==> config.mk <==
export PLATFORM = sky130hd
export DESIGN_NAME = pointer_delta_camera_rotation
export DESIGN_NICKNAME = d
export VERILOG_FILES = /design/src/rtl/core/pdcr_pkg.sv /design/src/rtl/core/pdcr_cordic.sv /design/src/rtl/core/pointer_delta_camera_rotation.sv
export SDC_FILE = /design/constraint.sdc
export NUM_CORES = 2
export LEC_CHECK = 0
export ABC_CLOCK_PERIOD_IN_PS = 9300
export BUFFER_PORTS_ARGS = -buffer_cell sky130_fd_sc_hd__buf_2
export CORE_MARGIN = 2
export CORE_UTILIZATION = 48
export CTS_CLUSTER_DIAMETER = 150
export DETAILED_ROUTE_END_ITERATION = 7
export GPL_TIMING_DRIVEN = 0
export SLEW_MARGIN = 30
export SYNTH_ARGS = -nofsm -noshare
export SYNTH_HDL_FRONTEND = slang
export SYNTH_SLANG_ARGS = --single-unit
==> constraint.sdc <==
create_clock -name i_clk -period 9.3 [get_ports i_clk]
set_clock_uncertainty 0.05 [all_clocks]
set_input_delay 1.86 -clock i_clk [delete_from_list [all_inputs] [get_ports i_clk]]
set_output_delay 1.86 -clock i_clk [all_outputs]
set_load 0.02 [all_outputs]
==> src/rtl/core/pdcr_pkg.sv <==
// ----------------------------------------------------------------------------
// pdcr_pkg: shared types and constants of the pointer camera rotation block
// Holds the register map, reset values, the CORDIC arctangent table and the
// word that carries sine and cosine from the CORDIC unit to the top level.
// ----------------------------------------------------------------------------
package pdcr_pkg;

    // Configuration port.
    localparam int CFG_DATA_W = 16;
    localparam int CFG_IDX_W  = 3;
    localparam int TURN_W     = 12;
    localparam int START_W    = 16;

    typedef enum logic [CFG_IDX_W-1:0] {
        REG_TURN_PER_PIXEL = 3'd0,
        REG_START_DIR_X    = 3'd1,
        REG_START_DIR_Y    = 3'd2,
        REG_START_PLANE_X  = 3'd3,
        REG_START_PLANE_Y  = 3'd4
    } t_cfg_reg;

    localparam logic [TURN_W-1:0]         RST_TURN_PER_PIXEL = 12'd16;
    localparam logic signed [START_W-1:0] RST_START_DIR_X    = -16'sd16384;
    localparam logic signed [START_W-1:0] RST_START_DIR_Y    = 16'sd0;
    localparam logic signed [START_W-1:0] RST_START_PLANE_X  = 16'sd0;
    localparam logic signed [START_W-1:0] RST_START_PLANE_Y  = 16'sd10813;

    // Angle and trig widths.
    localparam int ANGLE_W  = 16;
    localparam int RESID_W  = 14;
    localparam int TRIG_W   = 16;
    localparam int CORDIC_W = 34;
    localparam int ZW       = 33;
    localparam int ATAN_W   = 30;
    localparam int STEP_W   = 4;

    localparam logic signed [CORDIC_W-1:0] CORDIC_GAIN = 34'sd652032874;
    localparam logic signed [TRIG_W-1:0]   TRIG_ONE    = 16'sd16384;
    localparam logic signed [TRIG_W-1:0]   TRIG_M_ONE  = -16'sd16384;

    // Quadrant codes of the angle's top two bits.
    localparam logic [1:0] QUAD_0 = 2'd0;
    localparam logic [1:0] QUAD_1 = 2'd1;
    localparam logic [1:0] QUAD_2 = 2'd2;
    localparam logic [1:0] QUAD_3 = 2'd3;

    typedef struct packed {
        logic                     done;
        logic signed [TRIG_W-1:0] cos_q14;
        logic signed [TRIG_W-1:0] sin_q14;
    } t_trig;

    // Arctangent of 2^-i in units of 2^-32 turn.
    function automatic logic [ATAN_W-1:0] atan_turn(input logic [STEP_W-1:0] idx);
        logic [ATAN_W-1:0] v;
        case (idx)
            4'd0:    v = 30'd536870912;
            4'd1:    v = 30'd316933406;
            4'd2:    v = 30'd167458907;
            4'd3:    v = 30'd85004756;
            4'd4:    v = 30'd42667331;
            4'd5:    v = 30'd21354465;
            4'd6:    v = 30'd10679838;
            4'd7:    v = 30'd5340245;
            4'd8:    v = 30'd2670163;
            4'd9:    v = 30'd1335087;
            4'd10:   v = 30'd667544;
            4'd11:   v = 30'd333772;
            4'd12:   v = 30'd166886;
            4'd13:   v = 30'd83443;
            4'd14:   v = 30'd41722;
            4'd15:   v = 30'd20861;
            default: v = 30'd0;
        endcase
        return v;
    endfunction

endpackage

==> src/rtl/core/pdcr_cordic.sv <==
// ----------------------------------------------------------------------------
// pdcr_cordic: iterative sine and cosine of a 16-bit turn fraction
// One shared shift-add stage runs sixteen CORDIC steps, one per cycle, then
// the result is rounded to Q2.14 and moved to its quadrant.
// ----------------------------------------------------------------------------
module pdcr_cordic (
    input  logic                            i_clk,
    input  logic                            i_rst_n,
    input  logic                            i_start,
    input  logic [pdcr_pkg::ANGLE_W-1:0]    i_angle,
    output pdcr_pkg::t_trig                 o_trig
);

    localparam int CW = pdcr_pkg::CORDIC_W;
    localparam int ZW = pdcr_pkg::ZW;
    localparam int TW = pdcr_pkg::TRIG_W;

    logic signed [CW-1:0]            r_x, r_y;
    logic signed [ZW-1:0]            r_z;
    logic [pdcr_pkg::STEP_W-1:0]     r_step;
    logic [1:0]                      r_quad;
    logic                            r_busy, r_round, r_done;
    logic signed [TW-1:0]            r_cos, r_sin;

    logic signed [CW-1:0]            dx, dy;
    logic signed [ZW-1:0]            atan_ext;
    logic signed [TW-1:0]            c_rnd, s_rnd;

    // Rounds a Q4.30 value to Q2.14 and clamps it to plus or minus one.
    function automatic logic signed [TW-1:0] round_q14(input logic signed [CW-1:0] v);
        logic signed [CW:0]   t;
        logic signed [CW-16:0] r;
        t = {v[CW-1], v} + (CW+1)'(32768);
        r = t[CW:16];
        if (r > (CW-15)'(signed'(pdcr_pkg::TRIG_ONE))) begin
            return pdcr_pkg::TRIG_ONE;
        end else if (r < (CW-15)'(signed'(pdcr_pkg::TRIG_M_ONE))) begin
            return pdcr_pkg::TRIG_M_ONE;
        end
        return r[TW-1:0];
    endfunction

    assign dx       = r_y >>> r_step;
    assign dy       = r_x >>> r_step;
    assign atan_ext = signed'(ZW'(pdcr_pkg::atan_turn(r_step)));
    assign c_rnd    = round_q14(r_x);
    assign s_rnd    = round_q14(r_y);

    always_ff @(posedge i_clk) begin
        if (!i_rst_n) begin
            r_busy  <= 1'b0;
            r_round <= 1'b0;
            r_done  <= 1'b0;
        end else begin
            // The done pulse follows the rounding cycle.
            r_done <= r_round;
            if (i_start) begin
                r_x     <= pdcr_pkg::CORDIC_GAIN;
                r_y     <= '0;
                r_z     <= signed'({3'b000, i_angle[pdcr_pkg::RESID_W-1:0], 16'h0000});
                r_quad  <= i_angle[pdcr_pkg::ANGLE_W-1 -: 2];
                r_step  <= '0;
                r_busy  <= 1'b1;
            end else if (r_busy) begin
                if (!r_z[ZW-1]) begin
                    r_x <= r_x - dx;
                    r_y <= r_y + dy;
                    r_z <= r_z - atan_ext;
                end else begin
                    r_x <= r_x + dx;
                    r_y <= r_y - dy;
                    r_z <= r_z + atan_ext;
                end
                r_step <= r_step + 1'b1;
                if (r_step == '1) begin
                    r_busy  <= 1'b0;
                    r_round <= 1'b1;
                end
            end else if (r_round) begin
                r_round <= 1'b0;
                case (r_quad)
                    pdcr_pkg::QUAD_0: begin r_cos <= c_rnd;  r_sin <= s_rnd;  end
                    pdcr_pkg::QUAD_1: begin r_cos <= -s_rnd; r_sin <= c_rnd;  end
                    pdcr_pkg::QUAD_2: begin r_cos <= -c_rnd; r_sin <= -s_rnd; end
                    default:          begin r_cos <= s_rnd;  r_sin <= -c_rnd; end
                endcase
            end
        end
    end

    assign o_trig.done    = r_done;
    assign o_trig.cos_q14 = r_cos;
    assign o_trig.sin_q14 = r_sin;

endmodule

==> src/rtl/core/pointer_delta_camera_rotation.sv <==
// ----------------------------------------------------------------------------
// pointer_delta_camera_rotation: camera turn driven by horizontal pointer motion
// Rotates the view direction and camera plane vectors together by an angle
// proportional to the change in horizontal pointer position.
// ----------------------------------------------------------------------------
// Each input word carries a pointer position and a restart flag, and each one
// yields exactly one output word with the four vectors and a rotated flag. A
// restart loads the start vectors and disarms tracking; the next normal word
// only records the position. After that, a change of more than one pixel turns
// both vectors by change times turn_per_pixel (a 16-bit turn fraction that
// wraps). The angle product is formed in the cycle that accepts the word. A
// word that does not rotate goes straight to the finish state. A rotating word
// first loads the shared CORDIC shift-add unit, which runs its sixteen steps,
// rounds sine and cosine and hands them over; then a single multiplier and
// accumulator form the four rotated coordinates one product at a time, each
// product multiplied and then accumulated, and the vectors are committed. In
// the finish state the word moves into the output register once that register
// is free. The input is not ready while a word is in work or while reset is
// held, so a new word is taken only after the last one has moved into the
// output register, which includes any time in which a finished word waits
// for the output register to free up. A finished output word waits in its
// own register, so the next input word can be accepted meanwhile.
// Configuration writes are taken at any time but must only be issued while
// the block is idle; the start vectors take effect at the next restart.
module pointer_delta_camera_rotation #(
    parameter int POSITION_BITS = 12,
    parameter int VECTOR_BITS   = 16
) (
    input  logic                               i_clk,
    input  logic                               i_rst_n,
    // Configuration write port.
    input  logic                               i_cfg_we,
    input  logic [pdcr_pkg::CFG_IDX_W-1:0]     i_cfg_idx,
    input  logic [pdcr_pkg::CFG_DATA_W-1:0]    i_cfg_data,
    // Input channel.
    input  logic                               i_in_valid,
    output logic                               o_in_ready,
    input  logic [POSITION_BITS-1:0]           i_pointer_x,
    input  logic                               i_restart,
    // Output channel.
    output logic                               o_out_valid,
    input  logic                               i_out_ready,
    output logic signed [VECTOR_BITS-1:0]      o_out_dir_x,
    output logic signed [VECTOR_BITS-1:0]      o_out_dir_y,
    output logic signed [VECTOR_BITS-1:0]      o_out_plane_x,
    output logic signed [VECTOR_BITS-1:0]      o_out_plane_y,
    output logic                               o_rotated
);

    localparam int DELTA_W = POSITION_BITS + 1;
    localparam int AMUL_W  = DELTA_W + pdcr_pkg::TURN_W + 1;
    localparam int TW      = pdcr_pkg::TRIG_W;
    localparam int PROD_W  = VECTOR_BITS + TW;
    localparam int ACC_W   = PROD_W + 1;
    localparam int SH_W    = ACC_W + 1 - 14;
    localparam int EXT_W   = 33;
    localparam longint VMAX = (64'sd1 <<< (VECTOR_BITS - 1)) - 64'sd1;
    localparam longint VMIN = -(64'sd1 <<< (VECTOR_BITS - 1));

    typedef enum logic [5:0] {
        S_IDLE   = 6'b000001,
        S_TRIG   = 6'b000010,
        S_MUL    = 6'b000100,
        S_ACC    = 6'b001000,
        S_COMMIT = 6'b010000,
        S_FIN    = 6'b100000
    } t_state;

    // Saturates a 16-bit start value to the vector width.
    function automatic logic signed [VECTOR_BITS-1:0] sat_start(
        input logic signed [pdcr_pkg::START_W-1:0] v);
        logic signed [EXT_W-1:0] w;
        w = EXT_W'(v);
        if (w > signed'(EXT_W'(VMAX))) begin
            return VECTOR_BITS'(VMAX);
        end else if (w < signed'(EXT_W'(VMIN))) begin
            return VECTOR_BITS'(VMIN);
        end
        return w[VECTOR_BITS-1:0];
    endfunction

    // Saturates a rotated coordinate to the vector width.
    function automatic logic signed [VECTOR_BITS-1:0] sat_rot(input logic signed [SH_W-1:0] v);
        if (v > signed'(SH_W'(VMAX))) begin
            return VECTOR_BITS'(VMAX);
        end else if (v < signed'(SH_W'(VMIN))) begin
            return VECTOR_BITS'(VMIN);
        end
        return v[VECTOR_BITS-1:0];
    endfunction

    // Control state.
    t_state                              r_state;
    logic                                r_armed;
    logic [POSITION_BITS-1:0]            r_last_x;
    logic                                r_trig_start;
    logic                                r_rot;
    logic                                r_out_valid;
    logic [1:0]                          r_k;
    logic                                r_t;

    // Configuration registers.
    logic [pdcr_pkg::TURN_W-1:0]         r_turn;
    logic signed [pdcr_pkg::START_W-1:0] r_st_dir_x, r_st_dir_y, r_st_plane_x, r_st_plane_y;

    // Vector state and datapath registers.
    logic signed [VECTOR_BITS-1:0]       r_dir_x, r_dir_y, r_plane_x, r_plane_y;
    logic signed [VECTOR_BITS-1:0]       r_new [4];
    logic [pdcr_pkg::ANGLE_W-1:0]        r_angle;
    logic signed [PROD_W-1:0]            r_prod;
    logic signed [ACC_W-1:0]             r_acc;

    // Output registers.
    logic signed [VECTOR_BITS-1:0]       r_o_dir_x, r_o_dir_y, r_o_plane_x, r_o_plane_y;
    logic                                r_o_rot;

    pdcr_pkg::t_trig                     trig;

    logic                                in_acc, out_free;
    logic signed [DELTA_W-1:0]           delta;
    logic                                big_move;
    logic signed [AMUL_W-1:0]            angle_prod;
    logic signed [VECTOR_BITS-1:0]       pair_x, pair_y, op_vec;
    logic signed [TW-1:0]                op_trig;
    logic signed [PROD_W-1:0]            prod_c;
    logic signed [ACC_W-1:0]             acc_base, prod_ext, acc_sum;
    logic signed [ACC_W:0]               acc_rnd;
    logic signed [SH_W-1:0]              acc_sh;

    pdcr_cordic u_cordic (
        .i_clk   (i_clk),
        .i_rst_n (i_rst_n),
        .i_start (r_trig_start),
        .i_angle (r_angle),
        .o_trig  (trig)
    );

    // No word is taken while reset is held.
    assign o_in_ready = i_rst_n && (r_state == S_IDLE);
    assign in_acc     = i_in_valid && o_in_ready;
    assign out_free   = !r_out_valid || i_out_ready;

    // Signed pointer change and the wrapped rotation angle.
    assign delta      = signed'({1'b0, i_pointer_x}) - signed'({1'b0, r_last_x});
    assign big_move   = (delta > DELTA_W'(1)) || (delta < -(DELTA_W'(1)));
    assign angle_prod = AMUL_W'(delta) * signed'(AMUL_W'({1'b0, r_turn}));

    // Operand selection for the shared multiplier. Coordinate k picks the
    // vector pair and the x or y output; term t picks the first or second
    // product. Only the x outputs subtract their second product.
    assign pair_x   = r_k[1] ? r_plane_x : r_dir_x;
    assign pair_y   = r_k[1] ? r_plane_y : r_dir_y;
    assign op_vec   = r_t ? pair_y : pair_x;
    assign op_trig  = (r_k[0] ^ r_t) ? trig.sin_q14 : trig.cos_q14;
    assign prod_c   = PROD_W'(op_vec) * PROD_W'(op_trig);

    assign acc_base = r_t ? r_acc : '0;
    assign prod_ext = ACC_W'(r_prod);
    assign acc_sum  = (!r_k[0] && r_t) ? (acc_base - prod_ext) : (acc_base + prod_ext);
    assign acc_rnd  = (ACC_W+1)'(acc_sum) + (ACC_W+1)'(8192);
    assign acc_sh   = acc_rnd[ACC_W:14];

    always_ff @(posedge i_clk) begin
        if (!i_rst_n) begin
            r_state      <= S_IDLE;
            r_armed      <= 1'b0;
            r_last_x     <= '0;
            r_trig_start <= 1'b0;
            r_rot        <= 1'b0;
            r_out_valid  <= 1'b0;
            r_k          <= '0;
            r_t          <= 1'b0;
            r_turn       <= pdcr_pkg::RST_TURN_PER_PIXEL;
            r_st_dir_x   <= pdcr_pkg::RST_START_DIR_X;
            r_st_dir_y   <= pdcr_pkg::RST_START_DIR_Y;
            r_st_plane_x <= pdcr_pkg::RST_START_PLANE_X;
            r_st_plane_y <= pdcr_pkg::RST_START_PLANE_Y;
            r_dir_x      <= sat_start(pdcr_pkg::RST_START_DIR_X);
            r_dir_y      <= sat_start(pdcr_pkg::RST_START_DIR_Y);
            r_plane_x    <= sat_start(pdcr_pkg::RST_START_PLANE_X);
            r_plane_y    <= sat_start(pdcr_pkg::RST_START_PLANE_Y);
        end else begin
            if (i_cfg_we) begin
                case (i_cfg_idx)
                    pdcr_pkg::REG_TURN_PER_PIXEL: r_turn <= i_cfg_data[pdcr_pkg::TURN_W-1:0];
                    pdcr_pkg::REG_START_DIR_X:    r_st_dir_x   <= signed'(i_cfg_data);
                    pdcr_pkg::REG_START_DIR_Y:    r_st_dir_y   <= signed'(i_cfg_data);
                    pdcr_pkg::REG_START_PLANE_X:  r_st_plane_x <= signed'(i_cfg_data);
                    pdcr_pkg::REG_START_PLANE_Y:  r_st_plane_y <= signed'(i_cfg_data);
                    default: ;
                endcase
            end

            // In S_FIN a leaving word is replaced by the next one below.
            if (r_out_valid && i_out_ready && (r_state != S_FIN)) begin
                r_out_valid <= 1'b0;
            end

            case (r_state)
                S_IDLE: begin
                    if (in_acc) begin
                        r_rot <= 1'b0;
                        if (i_restart) begin
                            r_dir_x   <= sat_start(r_st_dir_x);
                            r_dir_y   <= sat_start(r_st_dir_y);
                            r_plane_x <= sat_start(r_st_plane_x);
                            r_plane_y <= sat_start(r_st_plane_y);
                            r_armed   <= 1'b0;
                            r_state   <= S_FIN;
                        end else begin
                            r_last_x <= i_pointer_x;
                            r_armed  <= 1'b1;
                            if (r_armed && big_move) begin
                                r_angle      <= angle_prod[pdcr_pkg::ANGLE_W-1:0];
                                r_trig_start <= 1'b1;
                                r_state      <= S_TRIG;
                            end else begin
                                r_state <= S_FIN;
                            end
                        end
                    end
                end
                S_TRIG: begin
                    r_trig_start <= 1'b0;
                    if (trig.done) begin
                        r_k     <= '0;
                        r_t     <= 1'b0;
                        r_state <= S_MUL;
                    end
                end
                S_MUL: begin
                    r_prod  <= prod_c;
                    r_state <= S_ACC;
                end
                S_ACC: begin
                    if (!r_t) begin
                        r_acc   <= acc_sum;
                        r_t     <= 1'b1;
                        r_state <= S_MUL;
                    end else begin
                        r_new[r_k] <= sat_rot(acc_sh);
                        r_t        <= 1'b0;
                        r_k        <= r_k + 1'b1;
                        r_state    <= (r_k == 2'd3) ? S_COMMIT : S_MUL;
                    end
                end
                S_COMMIT: begin
                    // Both coordinates of a pair came from the old values,
                    // so the vectors are updated only now.
                    r_dir_x   <= r_new[0];
                    r_dir_y   <= r_new[1];
                    r_plane_x <= r_new[2];
                    r_plane_y <= r_new[3];
                    r_rot     <= 1'b1;
                    r_state   <= S_FIN;
                end
                S_FIN: begin
                    if (out_free) begin
                        r_out_valid <= 1'b1;
                        r_state     <= S_IDLE;
                    end
                end
                default: begin
                    r_state <= S_IDLE;
                end
            endcase
        end
    end

    // Output word register, loaded when a finished word leaves S_FIN.
    always_ff @(posedge i_clk) begin
        if ((r_state == S_FIN) && out_free) begin
            r_o_dir_x   <= r_dir_x;
            r_o_dir_y   <= r_dir_y;
            r_o_plane_x <= r_plane_x;
            r_o_plane_y <= r_plane_y;
            r_o_rot     <= r_rot;
        end
    end

    assign o_out_valid   = r_out_valid;
    assign o_out_dir_x   = r_o_dir_x;
    assign o_out_dir_y   = r_o_dir_y;
    assign o_out_plane_x = r_o_plane_x;
    assign o_out_plane_y = r_o_plane_y;
    assign o_rotated     = r_o_rot;

endmodule
==> metrics <==
Detail Route Antenna Nets=0; fraction of the core area covered by cells at the end of the flow=0.5298; top_reg_cell synth=sky130_fd_sc_hd__edfxtp_1; WHS=0.4006 ns; height of the die=323.8 µm; final setup violation count=0; worst setup path endpoint=r_angle[15]; crit path time final=8.863 ns; max cap viols=0; pwr dens=458.9 mW/mm²; Initial Util=0.4831; die area=0.1048 mm²; Max FO, Critical Path=6; final routed DRC violation total=0; worst-skew pair later-pin latency=0.66 ns; synthesis-to-finish area growth=9.667%; endpoint required time on the critical path=9.61 ns; reg-to-reg setup timing slack=0.44 ns; number of detailed-route iterations in the first pass=5; fin area=0.05383 mm²; drt total wl=145400 µm; Tcrit/Tclk final=0.9530; level count of the clock H-tree=3; TritonCTS buffer count=67; initial antenna violation count=2; number of synthesized flops with an enable pin=349; Post-DP HPWL=115400 µm; reg2reg end=r_prod[31]; final worst-path setup slack=0.4372 ns; DP Area=0.05154 mm²; Post-Syn Area=0.04908 mm²; maximum number of pins on one net before global-route repair=61; Relative slew margins=0.2772; worst voltage drop across the vdd grid=1.697 mV; transition time at the pin with the least slew margin=1.081 ns; drt wl/cell=21.40 µm; weighted congestion at the end of routability-driven global placement=0.9351; net total in the final layout=6045; final-layout fill cell count=9499; Finished Layout Cells=6798; unrepaired setup endpoints after global routing=true; Worst R2R Path Depth=23; startpoint types=primary input; total placed cells including tap cells=6682; pre-CTS setup slack=-0.3976 ns; vias per cell=5.739; Static Leakage=22.31 nW; vias in the first global route=37360; type of destination of the critical path=flop; number of antenna cells inserted=0; share of cells above drive strength 1=0.08913; result of the run=finished clean; Clock Tree Buf Depth=3; path category of the worst min-delay check=reg -> reg; TritonCTS clock tree=done; global-route wire length before repair=224300 µm; root buf cell=sky130_fd_sc_hd__clkbuf_16; Pins Over Slew Limit=0; Clock Pin Slew Worst Setup and Hold Paths=0.06 ns; net count after synthesis=5866; Warnings, synthesis=0; final global-route overflow total=0; Port Buffers=102; average footprint of a synthesized cell=9.442 µm²; number of distinct library cells after synthesis=102; number of endpoints with negative hold slack in the final report=0; count of buffers added by post-CTS timing repair for setup=0; biggest cell delay along the critical path=0.58 ns; number of cells produced by synthesis=5198; drt initial violations=3285; Top Ports=104; area of the core=0.1016 mm²; reg-to-reg startpoint=r_t; vias=39010; Achievable Freq=112.8 MHz; CP max stage cell=sky130_fd_sc_hd__a2111oi_1; Std-Cell Rows=117; Data arrival, critical path=9.17 ns; die boundary width=323.8 µm; WS Path Type=in -> reg; Critical Path Most Common Cell=sky130_fd_sc_hd__xnor2_1; GRT Resource Usage Total=0.2792; Seq/Total Area, Yosys=0.2943; synthesis-stage register bit count=547; Worst Setup SP=i_pointer_x[0]; proportion of synthesized flip-flops having asynchronous set or reset=0; # clock sinks=547
what timing repair did:
action	CTS	global route
hold buffers	0	0
pin swaps	0	0
gates cloned	0	0
resized for setup	4	20
setup endpoints to repair	7	9
endpoints found under the hold margin	0	0
how the worst min path moves through the flow:
stage | start | to | slack [ns] | cells after the start
final | r_armed | r_armed | 0.40 | 2
after CTS | r_armed | r_armed | 0.40 | 2
after global routing | r_dir_y[7] | o_out_dir_y[7] | 0.43 | 0
after global placement | r_armed | r_armed | 0.39 | 2
after detailed placement | r_armed | r_armed | 0.39 | 2
after floorplan | r_angle[14] | u_cordic.r_quad[0] | 0.35 | 0
synth_stat cells (all sizes together), types with 12 or more instances:
| cell | instances | area share |
|---|---|---|
| a211oi | 92 | 0.014 |
| a21boi | 16 | 0.0025 |
| a21o | 82 | 0.013 |
| a21oi | 340 | 0.035 |
| a31oi | 36 | 0.0047 |
| and2 | 123 | 0.016 |
| and3 | 52 | 0.0067 |
| and4 | 16 | 0.0029 |
| buf | 50 | 0.0060 |
| clkbuf | 198 | 0.015 |
| dfxtp | 198 | 0.081 |
| edfxtp | 349 | 0.21 |
| fa | 345 | 0.14 |
| ha | 286 | 0.073 |
| inv | 465 | 0.036 |
| mux2 | 48 | 0.011 |
| mux2i | 140 | 0.029 |
| mux4 | 100 | 0.046 |
| nand2 | 627 | 0.048 |
| nand2b | 54 | 0.0069 |
| nand3 | 70 | 0.0071 |
| nand4 | 28 | 0.0036 |
| nor2 | 450 | 0.034 |
| nor2b | 60 | 0.0076 |
| nor3 | 70 | 0.0072 |
| nor4 | 31 | 0.0045 |
| o211ai | 26 | 0.0040 |
| o21a | 45 | 0.0069 |
| o21ai | 197 | 0.020 |
| o21bai | 35 | 0.0054 |
| o31ai | 12 | 0.0018 |
| or2 | 27 | 0.0034 |
| xnor2 | 227 | 0.041 |
| xor2 | 142 | 0.025 |
per-stage QoR:
stage	setup TNS (ns)	power [mW]
2_1_floorplan	0	18.21
3_3_place_gp	-1.551	21.93
3_5_place_dp	-1.862	22.16
4_1_cts	0	24.94
5_1_grt	-0.01008	27.49
6_report	0	24.70
area by class of cell:
| cell class | count | area [µm²] | area share |
|---|---|---|---|
| tap | 1368 | 1712 | 0.03180 |
| buffer | 242 | 1030 | 0.01913 |
| sequential | 547 | 14440 | 0.2683 |
| multi-input combinational | 3937 | 31940 | 0.5933 |
| inverter | 466 | 1757 | 0.03264 |
| clock buffer | 83 | 1798 | 0.03340 |
| timing repair buffer | 116 | 704.4 | 0.01309 |
| clock inverter | 39 | 445.4 | 0.008275 |
sequential cells by signal, summed over array words and instances (netlist names), 30 cells and up:
register           cells
u_cordic.r_z          33
r_acc                 33
r_new                 64
u_cordic.r_y          34
r_prod                32
u_cordic.r_x          34
u_cordic.atan_ext     30
cell usage in the layout (no fill, tap or decap), drive strengths merged, types with 10 or more instances in the layout:
cell type / n
and3: 52
a21oi: 340
mux4: 100
a211oi: 92
a21o: 82
o21a: 45
nor3: 70
clkinv: 28
and4: 16
xor2: 142
nor2: 450
ha: 286
o31ai: 12
o21bai: 35
dfxtp: 198
nand2: 627
nand4: 28
or2: 27
xnor2: 227
nor4: 31
inv: 467
o211ai: 26
or3: 10
mux2: 48
mux2i: 140
o22ai: 10
o21ai: 197
nor2b: 60
buf: 164
clkbuf: 277
a21boi: 16
fa: 345
or4: 10
nand3: 70
and2: 123
nand2b: 54
a31oi: 36
edfxtp: 349
routing by layer:
metal	vias up	global-route usage	routed length, µm
li1	18340	-	-
met1	19150	0.4035	65880
met2	1300	0.4383	65720
met3	222	0.03796	9776
met4	2	0.07860	4063
met5	-	0	13
logic make-up after synthesis:
kind of cell | after synthesis | share of synthesized area
buffers and inverters | 714 | 0.05680
and+or+nand+nor | 1665 | 0.1575
adders and majority gates | 631 | 0.2136
xor gates and xnor gates | 369 | 0.06600
DFF | 547 | 0.2943
AOI/OAI and AO/OA | 984 | 0.1263
muxes | 288 | 0.08545
power breakdown:
group	switching (mW)	total [mW]	internal [mW]	leakage, nW
clock	1.14	2.67	1.54	1.08
combinational	9.97	18.0	8.07	16.5
sequential	0.178	3.98	3.80	4.77
total	11.3	24.7	13.4	22.3
worst max-delay path, delay by kind of cell:
| kind | cells | cell delay, ns |
|---|---|---|
| compound gates | 5 | 1.36 |
| fa+ha+maj | 7 | 2.92 |
| buf+inv | 6 | 0.45 |
| simple gates | 3 | 0.58 |
| xor+xnor | 11 | 1.96 |
(Power assumes the default switching activity.)
